**config.mk**
```make
export PLATFORM = sky130hd
export DESIGN_NAME = led_matrix_chain_framebuffer
export DESIGN_NICKNAME = d
export VERILOG_FILES = /design/src/design/lmcf_pkg.sv /design/src/design/led_matrix_chain_framebuffer.sv
export SDC_FILE = /design/constraint.sdc
export NUM_CORES = 1
export LEC_CHECK = 0
export ABC_AREA = 0
export BUFFER_PORTS_ARGS = -buffer_cell sky130_fd_sc_hd__clkbuf_2
export CAP_MARGIN = 25
export CORE_AREA = 2 2 248 201
export DETAILED_ROUTE_END_ITERATION = 6
export DIE_AREA = 0 0 250 203
export GPL_ROUTABILITY_DRIVEN = 0
export PLACE_DENSITY = 0.79
export SYNTH_ARGS = -nofsm -noshare
export SYNTH_HDL_FRONTEND = slang
export SYNTH_SLANG_ARGS = --single-unit
```
**constraint.sdc**
```tcl
create_clock -name clk -period 6.49 [get_ports clk]
set_clock_uncertainty 0.1 [all_clocks]
set_input_delay 0.3245 -clock clk [delete_from_list [all_inputs] [get_ports clk]]
set_output_delay 0.3245 -clock clk [all_outputs]
set_load 0.005 [all_outputs]
```
**src/design/lmcf_pkg.sv**
```systemverilog
// ----------------------------------------------------------------------------
// LED matrix chain frame buffer package
// Shared sizes, request codes and helpers for the frame buffer.
// ----------------------------------------------------------------------------
package lmcf_pkg;

	localparam int MAX_DISPLAYS = 8;
	localparam int STORE_DEPTH  = 8 * MAX_DISPLAYS;
	localparam int ADDR_W       = $clog2(STORE_DEPTH);
	localparam int LEN_W        = $clog2(MAX_DISPLAYS + 1);
	localparam int SIZE_W       = (LEN_W + 3 > 7) ? LEN_W + 3 : 7;

	localparam logic [3:0] CMD_NOOP = 4'h0;
	localparam logic [3:0] CMD_ROW1 = 4'h8;

	typedef enum logic [2:0] {
		REQ_SET_DOT  = 3'd0,
		REQ_CLR_DOT  = 3'd1,
		REQ_SHIFT_R  = 3'd2,
		REQ_SHIFT_L  = 3'd3,
		REQ_REFRESH  = 3'd4,
		REQ_SEND_ONE = 3'd5,
		REQ_SEND_ALL = 3'd6,
		REQ_CLEAR    = 3'd7
	} req_t;

	function automatic logic [7:0] rev8(input logic [7:0] v);
		logic [7:0] r;
		for (int b = 0; b < 8; b++) begin
			r[7 - b] = v[b];
		end
		return r;
	endfunction

endpackage

```
**src/design/led_matrix_chain_framebuffer.sv**
```systemverilog
// ----------------------------------------------------------------------------
// LED matrix chain frame buffer
// Frame store and driver word sequencer for a daisy chain of 8x8 LED matrices.
// ----------------------------------------------------------------------------
// Requests arrive on the s_ stream, one beat per request; the kind of request
// sits in s_tuser. Driver words leave on the m_ stream with the latch marker in
// m_tuser and the final word of a request flagged by m_tlast. The chain length
// is written through cfg_wen/cfg_wdata; the user must do so while the block is
// idle (the block does not enforce it). The 64-byte store has one write and one
// registered read port; a single sequencer walks it one byte per cycle unless stalled:
//   set or clear dot: read the byte, then write it back;
//   shift left or right: prime and load, then 8*L bytes rewritten, one per cycle;
//   refresh: 8*L words at one word per cycle unless the receiver stalls;
//   send one or send all: L words likewise; send one emits none past the chain;
//   clear store: the valid flags drop as the request is taken.
// L is the chain length in use. s_tready is high only between requests.
// A final word may still wait in the output register when the next request
// is taken. While the receiver stalls, words queue in a one-word read stage
// and the output register, and the sequencer waits. Reset empties the store
// at once through per-byte valid flags, sets the chain length to eight and
// drops all words in flight.
// ----------------------------------------------------------------------------
module led_matrix_chain_framebuffer (
	input  logic        clk,
	input  logic        arst_n,
	input  logic        s_tvalid,
	output logic        s_tready,
	// x_pos[5:0], y_pos[8:6], chain_index[11:9], command_in[15:12], data_in[23:16]
	input  logic [23:0] s_tdata,
	// req_type[2:0]
	input  logic [2:0]  s_tuser,
	output logic        m_tvalid,
	input  logic        m_tready,
	// out_command[3:0], out_data[11:4], zero padding[15:12]
	output logic [15:0] m_tdata,
	// latch[0]
	output logic [0:0]  m_tuser,
	output logic        m_tlast,
	input  logic        cfg_wen,
	input  logic [3:0]  cfg_wdata
);
	import lmcf_pkg::*;

	typedef enum logic [2:0] {
		ST_IDLE, ST_DOT_RD, ST_DOT_WR, ST_SH_PRIME, ST_SH_LOAD, ST_SH_RUN, ST_EMIT, ST_DRAIN
	} state_t;

	state_t            state_q;
	logic [3:0]        chain_length_q;
	req_t              req_q;
	logic [5:0]        x_q;
	logic [2:0]        y_q;
	logic [2:0]        nr_q;
	logic [3:0]        cmd_q;
	logic [7:0]        dat_q;

	logic [ADDR_W-1:0] p_q;
	logic [LEN_W-1:0]  col_q;
	logic [7:0]        cur_q;
	logic [LEN_W-1:0]  d_q;
	logic [2:0]        r_q;
	logic [ADDR_W-1:0] base_q;

	logic              pend_q;
	logic [3:0]        pend_cmd_q;
	logic [7:0]        pend_dat_q;
	logic              pend_mem_q;
	logic              pend_latch_q;
	logic              pend_last_q;

	logic              m_valid_q;
	logic [3:0]        m_cmd_q;
	logic [7:0]        m_dat_q;
	logic              m_latch_q;
	logic              m_last_q;

	logic [7:0]             mem [STORE_DEPTH];
	logic [STORE_DEPTH-1:0] vld_q;
	logic [7:0]             rd_q;
	logic                   rdv_q;

	logic [LEN_W-1:0]  len;
	logic [LEN_W-1:0]  len_m1;
	logic [SIZE_W-1:0] size_w;
	logic [ADDR_W-1:0] size_m1;
	logic [7:0]        rd_val;
	logic              accept;
	req_t              s_req;

	logic              rd_en;
	logic [ADDR_W-1:0] rd_addr;
	logic              we;
	logic [ADDR_W-1:0] wa;
	logic [7:0]        wd;
	logic              clr;

	logic [ADDR_W-1:0] dot_idx;
	logic              dot_ok;
	logic [7:0]        dot_mask;
	logic              sh_left;
	logic              sh_carry;
	logic              sh_end;
	logic [ADDR_W-1:0] nb1;
	logic [ADDR_W-1:0] nb2;

	logic              out_load;
	logic              issue;
	logic              final_row;
	logic              hit;
	logic [3:0]        gen_cmd;
	logic [7:0]        gen_dat;

	always_comb begin
		if (chain_length_q == 4'd0) begin
			len = LEN_W'(1);
		end else if (32'(chain_length_q) > MAX_DISPLAYS) begin
			len = LEN_W'(MAX_DISPLAYS);
		end else begin
			len = LEN_W'(chain_length_q);
		end
	end

	assign len_m1  = len - LEN_W'(1);
	assign size_w  = SIZE_W'(len) << 3;
	assign size_m1 = ADDR_W'(size_w - SIZE_W'(1));
	assign rd_val  = rdv_q ? rd_q : 8'h00;
	assign accept  = s_tvalid && s_tready;
	assign s_req   = req_t'(s_tuser);

	assign dot_idx  = ADDR_W'(x_q >> 3) + ADDR_W'(len) * ADDR_W'(y_q);
	assign dot_ok   = SIZE_W'(x_q) < size_w;
	assign dot_mask = 8'h80 >> x_q[2:0];

	assign sh_left  = (req_q == REQ_SHIFT_L);
	assign sh_carry = sh_left ? (col_q != len_m1) : (col_q != LEN_W'(0));
	assign sh_end   = sh_left ? (p_q == size_m1) : (p_q == ADDR_W'(0));
	assign nb1      = sh_left ? p_q + ADDR_W'(1) : p_q - ADDR_W'(1);
	assign nb2      = sh_left ? p_q + ADDR_W'(2) : p_q - ADDR_W'(2);

	assign out_load  = pend_q && (!m_valid_q || m_tready);
	assign issue     = (state_q == ST_EMIT) && (!pend_q || out_load);
	assign final_row = (req_q == REQ_REFRESH) ? (r_q == 3'd7) : 1'b1;
	assign hit       = (d_q == LEN_W'(nr_q));

	always_comb begin
		case (req_q)
			REQ_REFRESH: begin
				gen_cmd = CMD_ROW1 - {1'b0, r_q};
				gen_dat = 8'h00;
			end
			REQ_SEND_ONE: begin
				gen_cmd = hit ? cmd_q : CMD_NOOP;
				gen_dat = hit ? dat_q : 8'h00;
			end
			default: begin
				gen_cmd = cmd_q;
				gen_dat = dat_q;
			end
		endcase
	end

	always_comb begin
		rd_en   = 1'b0;
		rd_addr = p_q;
		we      = 1'b0;
		wa      = p_q;
		wd      = 8'h00;
		clr     = accept && (s_req == REQ_CLEAR);
		case (state_q)
			ST_DOT_RD: begin
				rd_en   = 1'b1;
				rd_addr = dot_idx;
			end
			ST_DOT_WR: begin
				we = dot_ok;
				wa = dot_idx;
				wd = (req_q == REQ_SET_DOT) ? (rd_val | dot_mask) : (rd_val & ~dot_mask);
			end
			ST_SH_PRIME: begin
				rd_en   = 1'b1;
				rd_addr = p_q;
			end
			ST_SH_LOAD: begin
				rd_en   = 1'b1;
				rd_addr = nb1;
			end
			ST_SH_RUN: begin
				rd_en   = 1'b1;
				rd_addr = nb2;
				we      = 1'b1;
				wa      = p_q;
				wd      = sh_left ? {cur_q[6:0], sh_carry & rd_val[7]}
				                  : {sh_carry & rd_val[0], cur_q[7:1]};
			end
			ST_EMIT: begin
				rd_en   = issue && (req_q == REQ_REFRESH);
				rd_addr = base_q + ADDR_W'(d_q);
			end
			default: begin
				rd_en = 1'b0;
			end
		endcase
	end

	always_ff @(posedge clk) begin
		if (we) begin
			mem[wa] <= wd;
		end
		if (rd_en) begin
			rd_q <= mem[rd_addr];
		end
	end

	always_ff @(posedge clk or negedge arst_n) begin
		if (!arst_n) begin
			vld_q <= '0;
			rdv_q <= 1'b0;
		end else begin
			if (rd_en) begin
				rdv_q <= vld_q[rd_addr];
			end
			if (clr) begin
				vld_q <= '0;
			end else if (we) begin
				vld_q[wa] <= 1'b1;
			end
		end
	end

	always_ff @(posedge clk or negedge arst_n) begin
		if (!arst_n) begin
			state_q        <= ST_IDLE;
			chain_length_q <= 4'd8;
			req_q          <= REQ_SET_DOT;
			x_q            <= '0;
			y_q            <= '0;
			nr_q           <= '0;
			cmd_q          <= '0;
			dat_q          <= '0;
			p_q            <= '0;
			col_q          <= '0;
			cur_q          <= '0;
			d_q            <= '0;
			r_q            <= '0;
			base_q         <= '0;
			pend_q         <= 1'b0;
			pend_cmd_q     <= '0;
			pend_dat_q     <= '0;
			pend_mem_q     <= 1'b0;
			pend_latch_q   <= 1'b0;
			pend_last_q    <= 1'b0;
			m_valid_q      <= 1'b0;
			m_cmd_q        <= '0;
			m_dat_q        <= '0;
			m_latch_q      <= 1'b0;
			m_last_q       <= 1'b0;
		end else begin
			if (cfg_wen) begin
				chain_length_q <= cfg_wdata;
			end

			if (out_load) begin
				m_valid_q <= 1'b1;
				m_cmd_q   <= pend_cmd_q;
				m_dat_q   <= pend_mem_q ? rev8(rd_val) : pend_dat_q;
				m_latch_q <= pend_latch_q;
				m_last_q  <= pend_last_q;
			end else if (m_tready) begin
				m_valid_q <= 1'b0;
			end

			if (issue) begin
				pend_q       <= 1'b1;
				pend_cmd_q   <= gen_cmd;
				pend_dat_q   <= gen_dat;
				pend_mem_q   <= (req_q == REQ_REFRESH);
				pend_latch_q <= (d_q == LEN_W'(0));
				pend_last_q  <= (d_q == LEN_W'(0)) && final_row;
			end else if (out_load) begin
				pend_q <= 1'b0;
			end

			case (state_q)
				ST_IDLE: begin
					if (accept) begin
						req_q  <= s_req;
						x_q    <= s_tdata[5:0];
						y_q    <= s_tdata[8:6];
						nr_q   <= s_tdata[11:9];
						cmd_q  <= s_tdata[15:12];
						dat_q  <= s_tdata[23:16];
						d_q    <= len_m1;
						r_q    <= '0;
						base_q <= '0;
						case (s_req)
							REQ_SET_DOT, REQ_CLR_DOT: begin
								state_q <= ST_DOT_RD;
							end
							REQ_SHIFT_R: begin
								p_q     <= size_m1;
								col_q   <= len_m1;
								state_q <= ST_SH_PRIME;
							end
							REQ_SHIFT_L: begin
								p_q     <= '0;
								col_q   <= '0;
								state_q <= ST_SH_PRIME;
							end
							REQ_REFRESH, REQ_SEND_ALL: begin
								state_q <= ST_EMIT;
							end
							REQ_SEND_ONE: begin
								state_q <= (LEN_W'(s_tdata[11:9]) < len) ? ST_EMIT : ST_DRAIN;
							end
							default: begin
								state_q <= ST_DRAIN;
							end
						endcase
					end
				end
				ST_DOT_RD: begin
					state_q <= ST_DOT_WR;
				end
				ST_DOT_WR: begin
					state_q <= ST_IDLE;
				end
				ST_SH_PRIME: begin
					state_q <= ST_SH_LOAD;
				end
				ST_SH_LOAD: begin
					cur_q   <= rd_val;
					state_q <= ST_SH_RUN;
				end
				ST_SH_RUN: begin
					if (sh_end) begin
						state_q <= ST_IDLE;
					end else begin
						p_q   <= nb1;
						cur_q <= rd_val;
						if (sh_left) begin
							col_q <= (col_q == len_m1) ? LEN_W'(0) : col_q + LEN_W'(1);
						end else begin
							col_q <= (col_q == LEN_W'(0)) ? len_m1 : col_q - LEN_W'(1);
						end
					end
				end
				ST_EMIT: begin
					if (issue) begin
						if (d_q == LEN_W'(0)) begin
							if (final_row) begin
								state_q <= ST_DRAIN;
							end else begin
								r_q    <= r_q + 3'd1;
								base_q <= base_q + ADDR_W'(len);
								d_q    <= len_m1;
							end
						end else begin
							d_q <= d_q - LEN_W'(1);
						end
					end
				end
				ST_DRAIN: begin
					if (!pend_q) begin
						state_q <= ST_IDLE;
					end
				end
				default: begin
					state_q <= ST_IDLE;
				end
			endcase
		end
	end

	assign s_tready = (state_q == ST_IDLE);
	assign m_tvalid = m_valid_q;
	assign m_tdata  = {4'b0000, m_dat_q, m_cmd_q};
	assign m_tuser  = m_latch_q;
	assign m_tlast  = m_last_q;

endmodule

```
==> reports/metrics.csv <==
metric,value,unit
outcome,completed,
cp.required,6.71,ns
path_clk_slew,0.06,ns
powerDensity,571,nW/um^2
synth_edf_count,520,
multiInputGateArea,9680,um^2
seqCellArea,19600,um^2
synth_top_area_share,52.0,%
dr_wl_met2,33500,um
hold_viol,0,
antenna_cells,0,
post_cts.repair.setup_buffers,0,
ys_seq_area_share,65.5,%
cts_tree,built,
synth_simple_gate_area_share,9.12,%
post_dp_cell_area,30900,um^2
stdcell_count,2976,
maxCapViolCount,0,
vias,19500,
cp_common_cell,fa_1,
ys_seq_elements,681,
hp-class,in2async,
grt_pass1_wl,115000,um
r2r-start,chain_length_q[3]$_DFFE_PN1P_,
fin_tns_setup,0,ns
cts_root_buf,clkbuf_16,
period_needed,5.64,ns
synthDistinctLibCells,78,
ys_warn_count,0,
ys.flop_type,edfxtp_1,
critPathKind,reg2reg,
start_util,62.4,%
synthAdderAreaFrac,1.91,%
viasPerCell,6.54,
clock_sinks,681,
slew_violations,0,
synth_compound_area_share,8.21,%
core,48100,um^2
antenna_found_initial,0,
synth_top_family_by_area,multiplexers,
relSlewSlack,29.9,%
critPathMaxStageDelay,0.80,ns
fill_cells,3128,
drtIter0Drc,2422,
worst_slew_pin_slew,1.05,ns
ant_nets,0,
fin_ws,0.846,ns
numCtsBuffers,66,
track_usage,30.3,%
first_global_vias,18900,
r2r_setup_slack,0.85,ns
fp.dieArea,50800,um^2
critPathCaptureType,flip-flop,
path_delay_family,adder cells,
synth.most_common_cell,edfxtp_1,
place.detailed.hpwl,48000,um
cp_slowest_cell,and2_1,
netlist_instances,2224,
finalSetupViolCount,0,
cts.path.max_buffers,3,
wirelength,75600,um
grt-ovfl-total,0,
ioPinCount,56,
die_x,250,um
synthArstFlopShare,23.6,%
drive_above_1_share,13.1,%
synth_common_cells,"edfxtp_1, nand2_1, mux2i_1, dfrtp_1, nor2_1",
remaining_drc_errors,0,
syn_area,30000,um^2
rsz0062_at_grt,no,
route.met3.wl,9750,um
htreeDepth,3,
avgRoutedWirePerCell,25.4,um
worstPathArrival,5.87,ns
pre_cts_ws,0.954,ns
stdcell_area,33500,um^2
cp_cell_sequence,nor2_2 -> buf_4 -> and2_1 -> fa_1 -> fa_1 -> fa_1 -> inv_1 -> a22o_1 -> a222oi_1 -> buf_12 -> and2_1 -> a32oi_1 -> nand3_1 -> o21ai_0 -> o21ai_1 -> mux2i_1,
holdWs,0.321,ns
nets,2375,
syn_area_per_cell,13.5,um^2
crit_buf_inv,3,
vdd_ir_drop_max,0.000586,V
synthMuxAreaShare,11.7,%
yosys.area.top_type,edfxtp_1,
power,19.1,mW
grt_max_degree,87,
rows,72,
clock_latency,0.61,ns
dieHeight,203,um
fmax,177,MHz
cp-start-kind,flip-flop,
portBuffers,51,
synth_xor_xnor_area_share,0.813,%
synth.area.top_cells,"edfxtp_1, dfrtp_1, mux2i_1, nand2_1, mux2_2",
path_max_fanout,39,
area_growth,11.5,%
startpoint,chain_length_q[3]$_DFFE_PN1P_,
fin_crit_sh,87.0,%
leakage,12.8,nW
wl_met1,30400,um
place_inst,2818,
final_util,69.5,%
routed.top_layer,met4,
drt_pass1_iterations,6,
## registers in the layout (all words and copies together), names as in the netlist, 8 cells and up
register    flops
cur_q           8
mem           512
pend_dat_q      8
rd_q            8
m_dat_q         8
dat_q           8
vld_q          64
## routing by layer
layer	global-route usage, %	up-vias
li1	-	8413
met1	43.9	9684
met2	44.4	1206
met3	9.59	169
met4	8.81	0
met5	0	-
## where the power goes
group	switching [mW]	internal (mW)
combinational	5.89	3.46
clock	1.62	2.25
sequential	0.436	5.43
total	7.94	11.1
## worst register-to-register path, delay by kind of cell (launching register included)
kind,cells,cell delay [ns]
AND/OR/NAND/NOR,4,1.24
AO/OA/AOI/OAI,5,1.15
buffers and inverters,3,0.53
multiplexers,1,0.10
adder cells (fa/ha/maj),3,1.62
flip-flops,1,0.64
## area by class of cell
type | instances | share of cell area [%]
Clock buffer | 80 | 5.25
Inverter | 31 | 0.348
Clock inverter | 37 | 1.18
Multi-Input combinational cell | 1389 | 28.9
Sequential cell | 681 | 58.7
Timing Repair Buffer | 129 | 3.23
Tap cell | 629 | 2.35
## placed cells by master (no fill, tap or decap), drive strengths merged, types with 19 or more instances in the layout
cell         instances
edfxtp             520
nand2              351
mux2i              232
dfrtp              160
clkbuf             130
nor2               112
o21ai               94
mux2                85
o21a                70
nand3               66
a21oi               42
a32oi               41
buf                 41
dlygate4sd3         38
ha                  33
inv                 33
o22ai               25
and2                23
clkinv              23
xnor2               19
## cell families after synthesis
kind of cell             Yosys count
XOR/XNOR                          27
other                              1
adder cells (fa/ha/maj)           41
buffers and inverters            157
AND/OR/NAND/NOR                  630
flip-flops                       681
multiplexers                     327
AO/OA/AOI/OAI                    360
## path summary, 6_finish.rpt
kind,to,depth (start not counted)
worst max-delay path,rd_q[4]$_DFFE_PP_,16
worst min-delay path,x_q[3]$_DFFE_PN0P_,2
worst max register to register,rd_q[4]$_DFFE_PP_,16
worst min register to register,vld_q[20]$_DFFE_PN0P_,1
max in group asynchronous,vld_q[44]$_DFFE_PN0P_,4
min in group clk,dat_q[4]$_DFFE_PN0P_,4
## repair_timing
action,in CTS,in global routing
gates resized for setup,0,0
endpoints found under the hold margin,118,0
hold buffers,38,0
(Power assumes the default switching activity.)
